## config.mk

```make
export PLATFORM = sky130hd
export DESIGN_NAME = crt_cell
export DESIGN_NICKNAME = d
export VERILOG_FILES = /design/src/design/crt_pkg.sv /design/src/design/crt_cell.sv
export SDC_FILE = /design/constraint.sdc
export NUM_CORES = 1
export LEC_CHECK = 0
export ABC_CLOCK_PERIOD_IN_PS = 3200
export BUFFER_PORTS_ARGS = -buffer_cell sky130_fd_sc_hd__buf_2
export CAP_MARGIN = 20
export CORE_MARGIN = 8
export CORE_UTILIZATION = 35
export CTS_CLUSTER_SIZE = 12
export DETAILED_ROUTE_END_ITERATION = 16
export SYNTH_ARGS = -nofsm -noshare
export SYNTH_HDL_FRONTEND = slang
export SYNTH_SLANG_ARGS = --single-unit
```

## constraint.sdc

```tcl
create_clock -name clk -period 3.2 [get_ports clk]
set_input_delay 0.32 -clock clk [delete_from_list [all_inputs] [get_ports clk]]
set_output_delay 0.32 -clock clk [all_outputs]
set_load 0.1 [all_outputs]
```

## src/design/crt_pkg.sv

```systemverilog
// Package for the reference-count table: defaults, status codes, chain control struct.
package crt_pkg;

  localparam int TABLE_ENTRIES_DEF = 64;
  localparam int REF_BITS_DEF      = 8;
  localparam int PAGE_W            = 19;
  localparam int STATUS_W          = 3;

  typedef enum logic [STATUS_W-1:0] {
    ST_INSERTED    = 3'd0,
    ST_INCREMENTED = 3'd1,
    ST_FULL        = 3'd2,
    ST_UNTRACKED   = 3'd3,
    ST_LAST        = 3'd4,
    ST_DECREMENTED = 3'd5,
    ST_UNDERFLOW   = 3'd6
  } status_t;

  // Control part of the request token as it walks the chain
  typedef struct packed {
    logic    act;     // token present in this stage
    logic    rel;     // release request (else share)
    logic    hit;     // a cell has matched the page
    logic    fre;     // a free cell has been found
    status_t status;  // outcome set by the matching cell
  } tok_ctl_t;

endpackage

```

## src/design/crt_cell.sv

```systemverilog
// One table entry of the chain: holds valid, page and count, serves the passing token.
module crt_cell import crt_pkg::*; #(
  parameter int TABLE_ENTRIES = TABLE_ENTRIES_DEF,
  parameter int REF_BITS      = REF_BITS_DEF,
  parameter int CELL_INDEX    = 0
) (
  input  logic                             clk,
  input  logic                             rst,
  input  logic                             adv,
  input  tok_ctl_t                         ctl_in,
  input  logic [PAGE_W-1:0]                page_in,
  input  logic [$clog2(TABLE_ENTRIES)-1:0] idx_in,
  input  logic [REF_BITS-1:0]              cnt_in,
  output tok_ctl_t                         ctl_out,
  output logic [PAGE_W-1:0]                page_out,
  output logic [$clog2(TABLE_ENTRIES)-1:0] idx_out,
  output logic [REF_BITS-1:0]              cnt_out,
  input  logic                             wr_en,
  input  logic [$clog2(TABLE_ENTRIES)-1:0] wr_idx,
  input  logic [PAGE_W-1:0]                wr_page
);

  localparam int IDX_W = $clog2(TABLE_ENTRIES);
  localparam logic [IDX_W-1:0]    MY_IDX    = IDX_W'(CELL_INDEX);
  localparam logic [REF_BITS-1:0] REF_MAX   = {REF_BITS{1'b1}};
  localparam logic [REF_BITS-1:0] REF_ONE   = REF_BITS'(1);
  localparam logic [REF_BITS-1:0] NEW_SHARE = REF_BITS'(2);

  logic                valid, valid_next;
  logic [PAGE_W-1:0]   page, page_next;
  logic [REF_BITS-1:0] refs, refs_next;

  tok_ctl_t            ctl_next;
  logic [IDX_W-1:0]    idx_next;
  logic [REF_BITS-1:0] cnt_next;

  logic match, take_free;

  // Entry update and token update
  always_comb begin
    match     = ctl_in.act && valid && (page == page_in) && !ctl_in.hit;
    take_free = ctl_in.act && !valid && !ctl_in.hit && !ctl_in.fre;
    ctl_next   = ctl_in;
    idx_next   = idx_in;
    cnt_next   = cnt_in;
    valid_next = valid;
    page_next  = page;
    refs_next  = refs;
    if (match) begin
      ctl_next.hit = 1'b1;
      idx_next     = MY_IDX;
      if (!ctl_in.rel) begin
        // share: saturating increment
        if (refs != REF_MAX) begin
          refs_next = refs + REF_ONE;
        end
        ctl_next.status = ST_INCREMENTED;
        cnt_next        = refs_next;
      end else if (refs == REF_ONE) begin
        // last reference frees the entry
        valid_next      = 1'b0;
        page_next       = '0;
        refs_next       = '0;
        ctl_next.status = ST_LAST;
        cnt_next        = '0;
      end else if (refs != '0) begin
        refs_next       = refs - REF_ONE;
        ctl_next.status = ST_DECREMENTED;
        cnt_next        = refs_next;
      end else begin
        ctl_next.status = ST_UNDERFLOW;
        cnt_next        = '0;
      end
    end else if (take_free) begin
      ctl_next.fre = 1'b1;
      idx_next     = MY_IDX;
    end
    // allocation write from the tail after a share miss
    if (wr_en && (wr_idx == MY_IDX)) begin
      valid_next = 1'b1;
      page_next  = wr_page;
      refs_next  = NEW_SHARE;
    end
  end

  // Control registers
  always_ff @(posedge clk) begin
    if (rst) begin
      valid   <= 1'b0;
      ctl_out <= '0;
    end else if (adv) begin
      valid   <= valid_next;
      ctl_out <= ctl_next;
    end
  end

  // Payload registers
  always_ff @(posedge clk) begin
    if (adv) begin
      page     <= page_next;
      refs     <= refs_next;
      page_out <= page_in;
      idx_out  <= idx_next;
      cnt_out  <= cnt_next;
    end
  end

endmodule

```

==> impl_metrics.ini, run 1 <==
[setup_path]
reg2reg_from = page[2]
path_class = reg2reg
critPathLaunchType = flip-flop
ff2ff_path_depth = 6
path_delay_family = simple AND/OR/NAND/NOR gates
rr_endpoint = page[2]
critical_path.max_fanout = 19
cp.buffers_inverters = 1
crit_slowest_cell = nor4_1
critPathArrivalTime_ns = 2.53
cp.required_ns = 3.22
endpoint_kind = flip-flop
path_cells = xor2_1, nor4b_1, nand4b_1, nor4_1, o21a_1, buf_4
rrSetupSlack_ns = 0.69
max_stage_delay_ns = 0.46

[route]
drt_pre_antenna_iters = 4
routed_wl_um = 8390
first_iter_violations = 191
drc = 0
ant_nets = 0
num_vias = 2516
wire_per_inst_um = 16.2
viasPerCell = 4.86

[floorplan]
fp-row-count = 36
coreArea_mm2 = 0.00959
initial_core_util_pct = 35.5
die_x_um = 115
dieArea_mm2 = 0.0131
die_h_um = 115
ios = 109

[pwr]
cellPowerDensity_mw_per_mm2 = 509
p_leak_nw = 1.65
power_frac_comb_pct = 20.9
p_clk_share_pct = 32.5
p_sw_share_pct = 33.2
power.switching_mw = 0.723
ir_drop_mv = 0.168
seqPwrFrac_pct = 46.6
power_mw = 2.18
intPower_mw = 1.46

[timing]
relSlewSlack_pct = 61.2
slew_violations = 0
tns_ns = 0
fmax_mhz = 398
setup_viol = 0
finalHoldViolations = 0
fin_crit_sh_pct = 78.5
max_slew.worst_pin.slew_ns = 0.581
min_period_ns = 2.51
clock_skew_ns = 0.0115
rsz0062_at_grt = false

[logic_synthesis]
syn_area_per_cell_um2 = 12.6
ys_warn_count = 0
synthCells = 271
syn_area_mm2 = 0.00341
yosysMostFrequentCell = edfxtp_1
synth_top_area_share_pct = 52.9
yosys-top-cells-area = edfxtp_1 53%, dfxtp_1 4.7%, xor2_1 3.9%
synth_top_cell_by_area = edfxtp_1
syn_nets = 344
ys_seq_area_share_pct = 57.6
ys_top_cells_by_count = 60 x edfxtp_1, 19 x and2_1, 18 x nor2_1, 15 x xor2_1, 12 x clkbuf_1
async_flop_share_pct = 0
synth_cell_types = 54
ys_seq_elements = 68
ys.flop_type = edfxtp_1
synth_edf_count = 60

[placed_design]
hpwl_um = 6420
gp_congestion = 0.827
port_buffers = 108

[cells_and_area]
layout-drive-gt1-share_pct = 39.2
syn2layout_area_growth_pct = 25.7
nets = 453
fillCellCount = 909
diodes = 0

[clock_tree]
clkTransAtPathRegs_ns = 0.08
cts_hold_buf = 0
clockBufferDepth = 2
clock-sinks = 68
htree_levels = 3
insertion_delay_ns = 0.34
cts_setup_buffers = 0
cts_resized = 0
cts_inserted_buffers = 9
cts_root_buffer = clkbuf_8
tritoncts = yes

[global_routing]
grt-ovfl-total = 0
grt_pass1_wl_um = 12900
grt_antenna_before_repair = 2
grt_pass1_vias = 2611
grt_max_degree = 37
track_usage_pct = 12.9

[min_path]
hold_class = in2reg
holdPathStages = 1
whs_endpoint = page_out[9]
holdCritStartpoint = page_in[9]

[status]
status = completed

[flow_run]
max-cap-violations = 0
how the worst max path moves through the flow:
stage	depth (start not counted)	endpoint	startpoint	slack [ns]
final	6	page[2]	page[2]	0.69
after global routing	5	cnt_out[7]	page[13]	0.55
after CTS	5	cnt_out[7]	page[0]	0.70
after detailed placement	7	page[11]	page_in[2]	0.63
after global placement	7	page[11]	page_in[2]	0.65
after floorplan	5	page[0]	refs[2]	0.85
layout make-up:
class                   instances  area, um^2  share of cell area (%)
clock buffers                   9         124                    2.89
repair buffers                114         586                    13.7
well taps                     133         166                    3.88
flip-flops and latches         68        1960                    45.8
inverters                       9        33.8                   0.789
clock inverters                 7        75.1                    1.75
multi-input cells             178        1340                    31.2
stage by stage:
step	hold slack (ns)	instances	util [%]	instance area [um^2]	setup WS [ns]
final	0.173	518	44.7	4280	0.688
after global routing	0.145	518	44.7	4280	0.547
after CTS	0.153	518	44.7	4280	0.696
after floorplan	0.419	271	-	3410	0.850
after global placement	0.461	502	42.6	4090	0.655
after detailed placement	0.468	502	42.6	4090	0.635
cell families (layout without fill, tap and decap cells):
logic type                 Yosys count  in the layout  synth area share, %
adders and majority gates            4              4                 1.47
and+or+nand+nor                     96             96                 17.2
muxes                               11             11                 3.86
DFF                                 68             68                 57.6
AOI/OAI and AO/OA                   42             42                 10.0
buffers and inverters               25            139                 3.42
xor gates and xnor gates            25             25                 6.43
cell usage in the layout, fill, tap and decap left out, types with 2 or more instances in the layout:
| master | count |
|---|---|
| o21bai_1 | 3 |
| and3_1 | 2 |
| mux2_4 | 3 |
| nand3_1 | 3 |
| inv_1 | 9 |
| or3_1 | 2 |
| dfxtp_1 | 8 |
| a31oi_1 | 5 |
| buf_2 | 108 |
| clkbuf_8 | 9 |
| nand2_1 | 10 |
| clkinv_4 | 3 |
| a21oi_1 | 3 |
| nor4_1 | 10 |
| and2_1 | 19 |
| nor4b_1 | 4 |
| nor2_1 | 18 |
| buf_4 | 6 |
| clkinv_2 | 2 |
| o22ai_1 | 3 |
| o21ai_0 | 6 |
| xnor2_1 | 10 |
| o21a_1 | 5 |
| nor3b_1 | 7 |
| a311oi_1 | 4 |
| mux2i_1 | 3 |
| nand4_1 | 3 |
| xor2_1 | 15 |
| nor3_1 | 3 |
| mux2_2 | 5 |
| ha_1 | 4 |
| o41ai_4 | 2 |
| nand4b_1 | 2 |
| or2_2 | 3 |
| edfxtp_1 | 60 |
worst reg2reg max path, stage by stage (launching register included):
cell	delay [ns]
edfxtp_1	0.38
xor2_1	0.19
nor4b_1	0.40
nand4b_1	0.34
nor4_1	0.46
o21a_1	0.16
buf_4	0.26
flip-flops by register name, summed over array words and instances, names as in the netlist:
signal    cells
page_out     19
idx_out       6
ctl_out       7
page         19
refs          8
cnt_out       8
valid         1
layer usage:
layer,track usage [%],wire length [um],vias to the layer above
met5,0,22,-
li1,-,-,1240
met3,4.91,666,13
met1,15.3,3720,1179
met2,20.1,3860,80
met4,6.03,119,4
power groups by stage:
stage	Combinational (mW)	Clock, mW	Sequential (mW)
after global routing	0.474	0.767	1.02
final	0.456	0.709	1.01
after CTS	0.460	0.730	1.02
after detailed placement	0.459	0	1.04
after global placement	0.456	0	1.04
after floorplan	0.0565	0	1.33
No activity file was read; power rests on OpenSTA's default activity.
==> run 2, diff against run 1 <==
--- a/config.mk
+++ b/config.mk
@@ -5,7 +5,8 @@
 export SDC_FILE = /design/constraint.sdc
 export NUM_CORES = 1
 export LEC_CHECK = 0
-export ABC_CLOCK_PERIOD_IN_PS = 3200
+export ABC_AREA = 1
+export ABC_CLOCK_PERIOD_IN_PS = 2200
 export BUFFER_PORTS_ARGS = -buffer_cell sky130_fd_sc_hd__buf_2
 export CAP_MARGIN = 20
 export CORE_MARGIN = 8
==> constraint.sdc (replaced) <==
create_clock -name clk -period 2.2 [get_ports clk]
set_input_delay 0.22 -clock clk [delete_from_list [all_inputs] [get_ports clk]]
set_output_delay 0.22 -clock clk [all_outputs]
set_load 0.1 [all_outputs]
==> run 2 against run 1 <==
Against the previous run: global-route usage rose by 1.4 points; largest power group unchanged; non-clock buffer count rose by 4; total power rose by 44%; register-to-register slack got worse by 0.45 ns; final area rose by 4.7%; final cell count rose by 29%; highest routed layer is now met4; largest cell class unchanged.
==> impl_metrics.ini, run 2 <==
[status]
status = completed

[logic_synthesis]
ys_top_cells_by_count = 86 x nand2_1, 78 x inv_1, 60 x edfxtp_1, 51 x nor2_1
synth_top_cell_by_area = edfxtp_1
synth_cell_types = 37
syn_area_per_cell_um2 = 8.75
syn_nets = 479
ys_seq_area_share_pct = 55.2
yosysMostFrequentCell = nand2_1
async_flop_share_pct = 0
synth_top_area_share_pct = 50.7
syn_area_mm2 = 0.00355
yosys-top-cells-area = edfxtp_1 51%, nand2_1 9.1%, inv_1 8.2%
ys_seq_elements = 68
synth_edf_count = 60
synthCells = 406
ys.flop_type = edfxtp_1
ys_warn_count = 0

[clock_tree]
clkTransAtPathRegs_ns = 0.08
htree_levels = 3
tritoncts = yes
cts_inserted_buffers = 9
insertion_delay_ns = 0.35
clockBufferDepth = 2
cts_root_buffer = clkbuf_8
clock-sinks = 68

[pwr]
p_leak_nw = 2.15
ir_drop_mv = 0.284
cellPowerDensity_mw_per_mm2 = 698

[route]
num_vias = 3002
routed_wl_um = 9370
wire_per_inst_um = 14.1
drt_pre_antenna_iters = 4
first_iter_violations = 204
drc = 0
ant_nets = 0
viasPerCell = 4.51

[setup_path]
critPathLaunchType = flip-flop
critical_path.max_fanout = 8
cp.required_ns = 2.21
endpoint_kind = flip-flop
path_class = reg2reg
critPathArrivalTime_ns = 1.97
rrSetupSlack_ns = 0.24

[timing]
finalHoldViolations = 0
tns_ns = 0
min_period_ns = 1.96
setup_viol = 0
rsz0062_at_grt = false
fin_crit_sh_pct = 89.1
fmax_mhz = 510
slew_violations = 0
relSlewSlack_pct = 65.5
setup_ws_ns = 0.240
max_slew.worst_pin.slew_ns = 0.522
clock_skew_ns = 0.00735

[cells_and_area]
reg.largest.list = page: 19 flops, page_out: 19 flops
nets = 600
final_cell_mix = 108 x buf_2, 86 x nand2_1, 78 x inv_1
syn2layout_area_growth_pct = 26.3
layout-drive-gt1-share_pct = 28.9
final_common_cell = buf_2
fillCellCount = 1007

[global_routing]
grt-ovfl-total = 0
grt_pass1_vias = 3055
grt_pass1_wl_um = 14900
track_usage_pct = 14.3
grt_antenna_before_repair = 1
grt_max_degree = 29

[placed_design]
port_buffers = 108
hpwl_um = 7360
pre_cts_ws_ns = 0.186
gp_congestion = 0.852

[floorplan]
fp-row-count = 36
die_h_um = 117
dieArea_mm2 = 0.0136
ios = 109
die_x_um = 117
coreArea_mm2 = 0.00982
initial_core_util_pct = 36.2

[flow_run]
max-cap-violations = 0

[min_path]
hold_class = in2reg
==> run 2: final timing paths <==
path              startpoint          end  depth (start not counted)
setup / recovery     page[2]      refs[7]                          9
hold / removal    page_in[6]  page_out[6]                          1
setup reg to reg     page[2]      refs[7]                          9
hold reg to reg   ctl_out[0]   ctl_out[0]                          2
==> run 2: cell families (layout without fill, tap and decap cells) <==
| logic type | Yosys count | after routing | share of synthesized area (%) |
|---|---|---|---|
| AOI/OAI and AO/OA | 48 | 48 | 7.75 |
| buffers and inverters | 91 | 217 | 10.2 |
| adders and majority gates | 4 | 4 | 1.41 |
| muxes | 2 | 2 | 0.564 |
| other | 0 | 1 | 0 |
| DFF | 68 | 68 | 55.2 |
| xor gates and xnor gates | 12 | 12 | 2.96 |
| and+or+nand+nor | 181 | 181 | 21.9 |
==> run 2: through the flow <==
step	std cells	instance area [um^2]	hold slack (ns)	total power [mW]	util (%)
after floorplan	406	3550	0.289	2.02	-
after detailed placement	648	4290	0.426	2.19	43.7
after global routing	666	4490	0.0557	3.26	45.7
after global placement	648	4290	0.428	2.18	43.7
after CTS	664	4480	0.0458	3.17	45.6
final	666	4490	0.0717	3.13	45.7
==> run 2: metal layers <==
layer / vias up / share of wire, % / global-route usage (%)
li1: 1542 / - / -
met1: 1351 / 45 / 18.2
met2: 100 / 45 / 21.8
met3: 9 / 8.4 / 4.60
met4: 0 / 1.8 / 6.14
met5: - / 0 / 0
==> run 2: area by class of cell <==
type | instances | area, um^2 | area share [%]
multi-input combinational | 247 | 1230 | 27.4
inverter | 83 | 312 | 6.95
clock inverter | 5 | 36.3 | 0.809
antenna | 1 | 2.50 | 0.0558
sequential | 68 | 1960 | 43.7
tap | 133 | 166 | 3.71
timing repair buffer | 118 | 628 | 14.0
clock buffer | 11 | 151 | 3.38
==> run 2: worst max-delay path, cell delays in order, from the launching register on <==
cell	delay (ns)
edfxtp_1	0.39
nor2_1	0.10
nor2_1	0.07
nor3_1	0.25
nand2_1	0.13
nor2_4	0.14
nand2_2	0.08
inv_2	0.06
nand3_1	0.05
nand2_1	0.33
==> run 2: report_power, final <==
part,switching (mW),internal [mW],leakage (nW),total [mW]
registers,0.0151,1.46,0.681,1.47
logic,0.555,0.124,1.38,0.680
clock network,0.507,0.470,0.0876,0.977
==> run 2: timing repair <==
action                                 CTS  global route
buffers inserted                         0             1
endpoints found under the hold margin    0             0
setup endpoints to repair                0             1
hold buffers                             0             0
gates resized for setup                  0             1
==> run 3, diff against run 2 <==
--- a/config.mk
+++ b/config.mk
@@ -9,6 +9,7 @@
 export ABC_CLOCK_PERIOD_IN_PS = 2200
 export BUFFER_PORTS_ARGS = -buffer_cell sky130_fd_sc_hd__buf_2
 export CAP_MARGIN = 20
+export CORE_ASPECT_RATIO = 0.9
 export CORE_MARGIN = 8
 export CORE_UTILIZATION = 35
 export CTS_CLUSTER_SIZE = 12
==> run 3 against run 2 <==
Against the previous run: clock power rose by 43%; largest power group unchanged; worst setup slack got worse by 0.072 ns; sequential share of layout area fell by 0.95 points; critical path type unchanged; hold slack improved by 0.024 ns; clock-buffer cell count fell by 2; utilization fell by 0.15 points; total power rose by 14%; register-to-register slack got worse by 0.07 ns; combinational power barely moved; non-clock buffer count rose by 1.
==> impl_metrics.ini, run 3 (synthesized netlist as in run 2, its figures left out) <==
[min_path]
hold_class = in2reg

[cells_and_area]
final_cell_mix = 108 x buf_2, 86 x nand2_1, 78 x inv_1
post-route-cell-area_mm2 = 0.00459
reg.largest.list = page: 19 flops, page_out: 19 flops
final_common_cell = buf_2
layout-drive-gt1-share_pct = 28.9
syn2layout_area_growth_pct = 29.1
fillCellCount = 1006
nets = 601

[route]
wire_per_inst_um = 13.8
num_vias = 3004
first_iter_violations = 157
drc = 0
routed_wl_um = 9170
ant_nets = 0
drt_pre_antenna_iters = 4
viasPerCell = 4.53

[floorplan]
initial_core_util_pct = 35.3
coreArea_mm2 = 0.0101
fp-row-count = 35
die_x_um = 122
dieArea_mm2 = 0.0136
ios = 109
die_h_um = 112

[timing]
max_slew.worst_pin.slew_ns = 0.504
setup_viol = 0
finalHoldViolations = 0
slew_violations = 0
rsz0062_at_grt = false
fin_crit_sh_pct = 92.4
hold_slack_ns = 0.0960
fmax_mhz = 492
min_period_ns = 2.03
tns_ns = 0
relSlewSlack_pct = 66.4
clock_skew_ns = 0.00586

[global_routing]
grt_pass1_wl_um = 14900
grt_max_degree = 40
track_usage_pct = 13.7
grt_pass1_vias = 3080
grt_antenna_before_repair = 1
grt-ovfl-total = 0

[setup_path]
max_stage_delay_ns = 0.42
path_cells = ha_1, nand2_1, nor2_1, nand3_1, nor2_2, nand2_2, o21ai_1, o21ai_0, mux2i_1, inv_1
critPathArrivalTime_ns = 2.11
critical_path.max_fanout = 5
critPathLaunchType = flip-flop
crit_slowest_cell = edfxtp_1
path_class = reg2reg
cp.required_ns = 2.28
endpoint_kind = flip-flop

[clock_tree]
clock-sinks = 68
clockBufferDepth = 2
cts_hold_buf = 0
htree_levels = 3
tritoncts = yes
cts_inserted_buffers = 9
insertion_delay_ns = 0.33
cts_root_buffer = clkbuf_16
clkTransAtPathRegs_ns = 0.06

[status]
status = completed

[pwr]
cellPowerDensity_mw_per_mm2 = 775
ir_drop_mv = 0.386
p_leak_nw = 2.21

[placed_design]
gp_congestion = 0.866
port_buffers = 108
hpwl_um = 7120
placed_cell_area_mm2 = 0.00427

[flow_run]
max-cap-violations = 0
## run 3: path summary, 6_finish.rpt
| kind | from | endpoint | slack (ns) | cells past startpoint |
|---|---|---|---|---|
| max | refs[1] | cnt_out[1] | 0.17 | 10 |
| min | page_in[10] | page_out[10] | 0.1 | 1 |
| max reg2reg | refs[1] | cnt_out[1] | 0.17 | 10 |
| min reg2reg | ctl_out[5] | ctl_out[5] | 0.47 | 2 |
## run 3: through the flow
| stage | instances | setup WS (ns) | total power [mW] | util [%] |
|---|---|---|---|---|
| after floorplan | 406 | 0.215 | 2.02 | - |
| after global placement | 644 | 0.163 | 2.18 | 42.4 |
| after detailed placement | 644 | 0.111 | 2.19 | 42.4 |
| after CTS | 660 | 0.121 | 3.60 | 45.3 |
| after global routing | 663 | 0.00237 | 3.68 | 45.5 |
| final | 663 | 0.167 | 3.55 | 45.5 |
## run 3: repair_timing
item	4_1_cts	5_1_grt
setup endpoints to repair	0	10
endpoints found under the hold margin	0	0
buffers inserted	0	2
resized for setup	0	1
## run 3: power breakdown
group,switching (mW),internal (mW),total (mW),leakage [nW]
Sequential,0.0155,1.46,1.48,0.681
Combinational,0.555,0.122,0.677,1.39
Clock,0.529,0.870,1.40,0.139
Total,1.10,2.45,3.55,2.21
## run 3: worst max-delay path, delay by kind of cell, from the launching register on
family                     cells  cell delay [ns]
muxes                          1             0.16
AOI/OAI and AO/OA              2             0.34
buffers and inverters          1             0.05
DFF                            1             0.42
and+or+nand+nor                5             0.61
adders and majority gates      1             0.21
## run 3: final cells by class
| type | count | area [um^2] | share of cell area (%) |
|---|---|---|---|
| Inverter | 83 | 312 | 6.79 |
| Clock inverter | 7 | 67.6 | 1.47 |
| Antenna cell | 1 | 2.50 | 0.0546 |
| Sequential cell | 68 | 1960 | 42.8 |
| Timing Repair Buffer | 119 | 623 | 13.6 |
| Multi-Input combinational cell | 247 | 1230 | 26.9 |
| Clock buffer | 9 | 225 | 4.91 |
| Tap cell | 129 | 161 | 3.52 |
## run 3: layer usage
layer  global-route usage, %  up-vias  wire length (um)
met3                    4.45       10               695
met1                    16.5     1358              4040
met5                       0        -                 0
li1                        -     1542                 -
met2                    22.3       94              4320
met4                    5.11        0               106
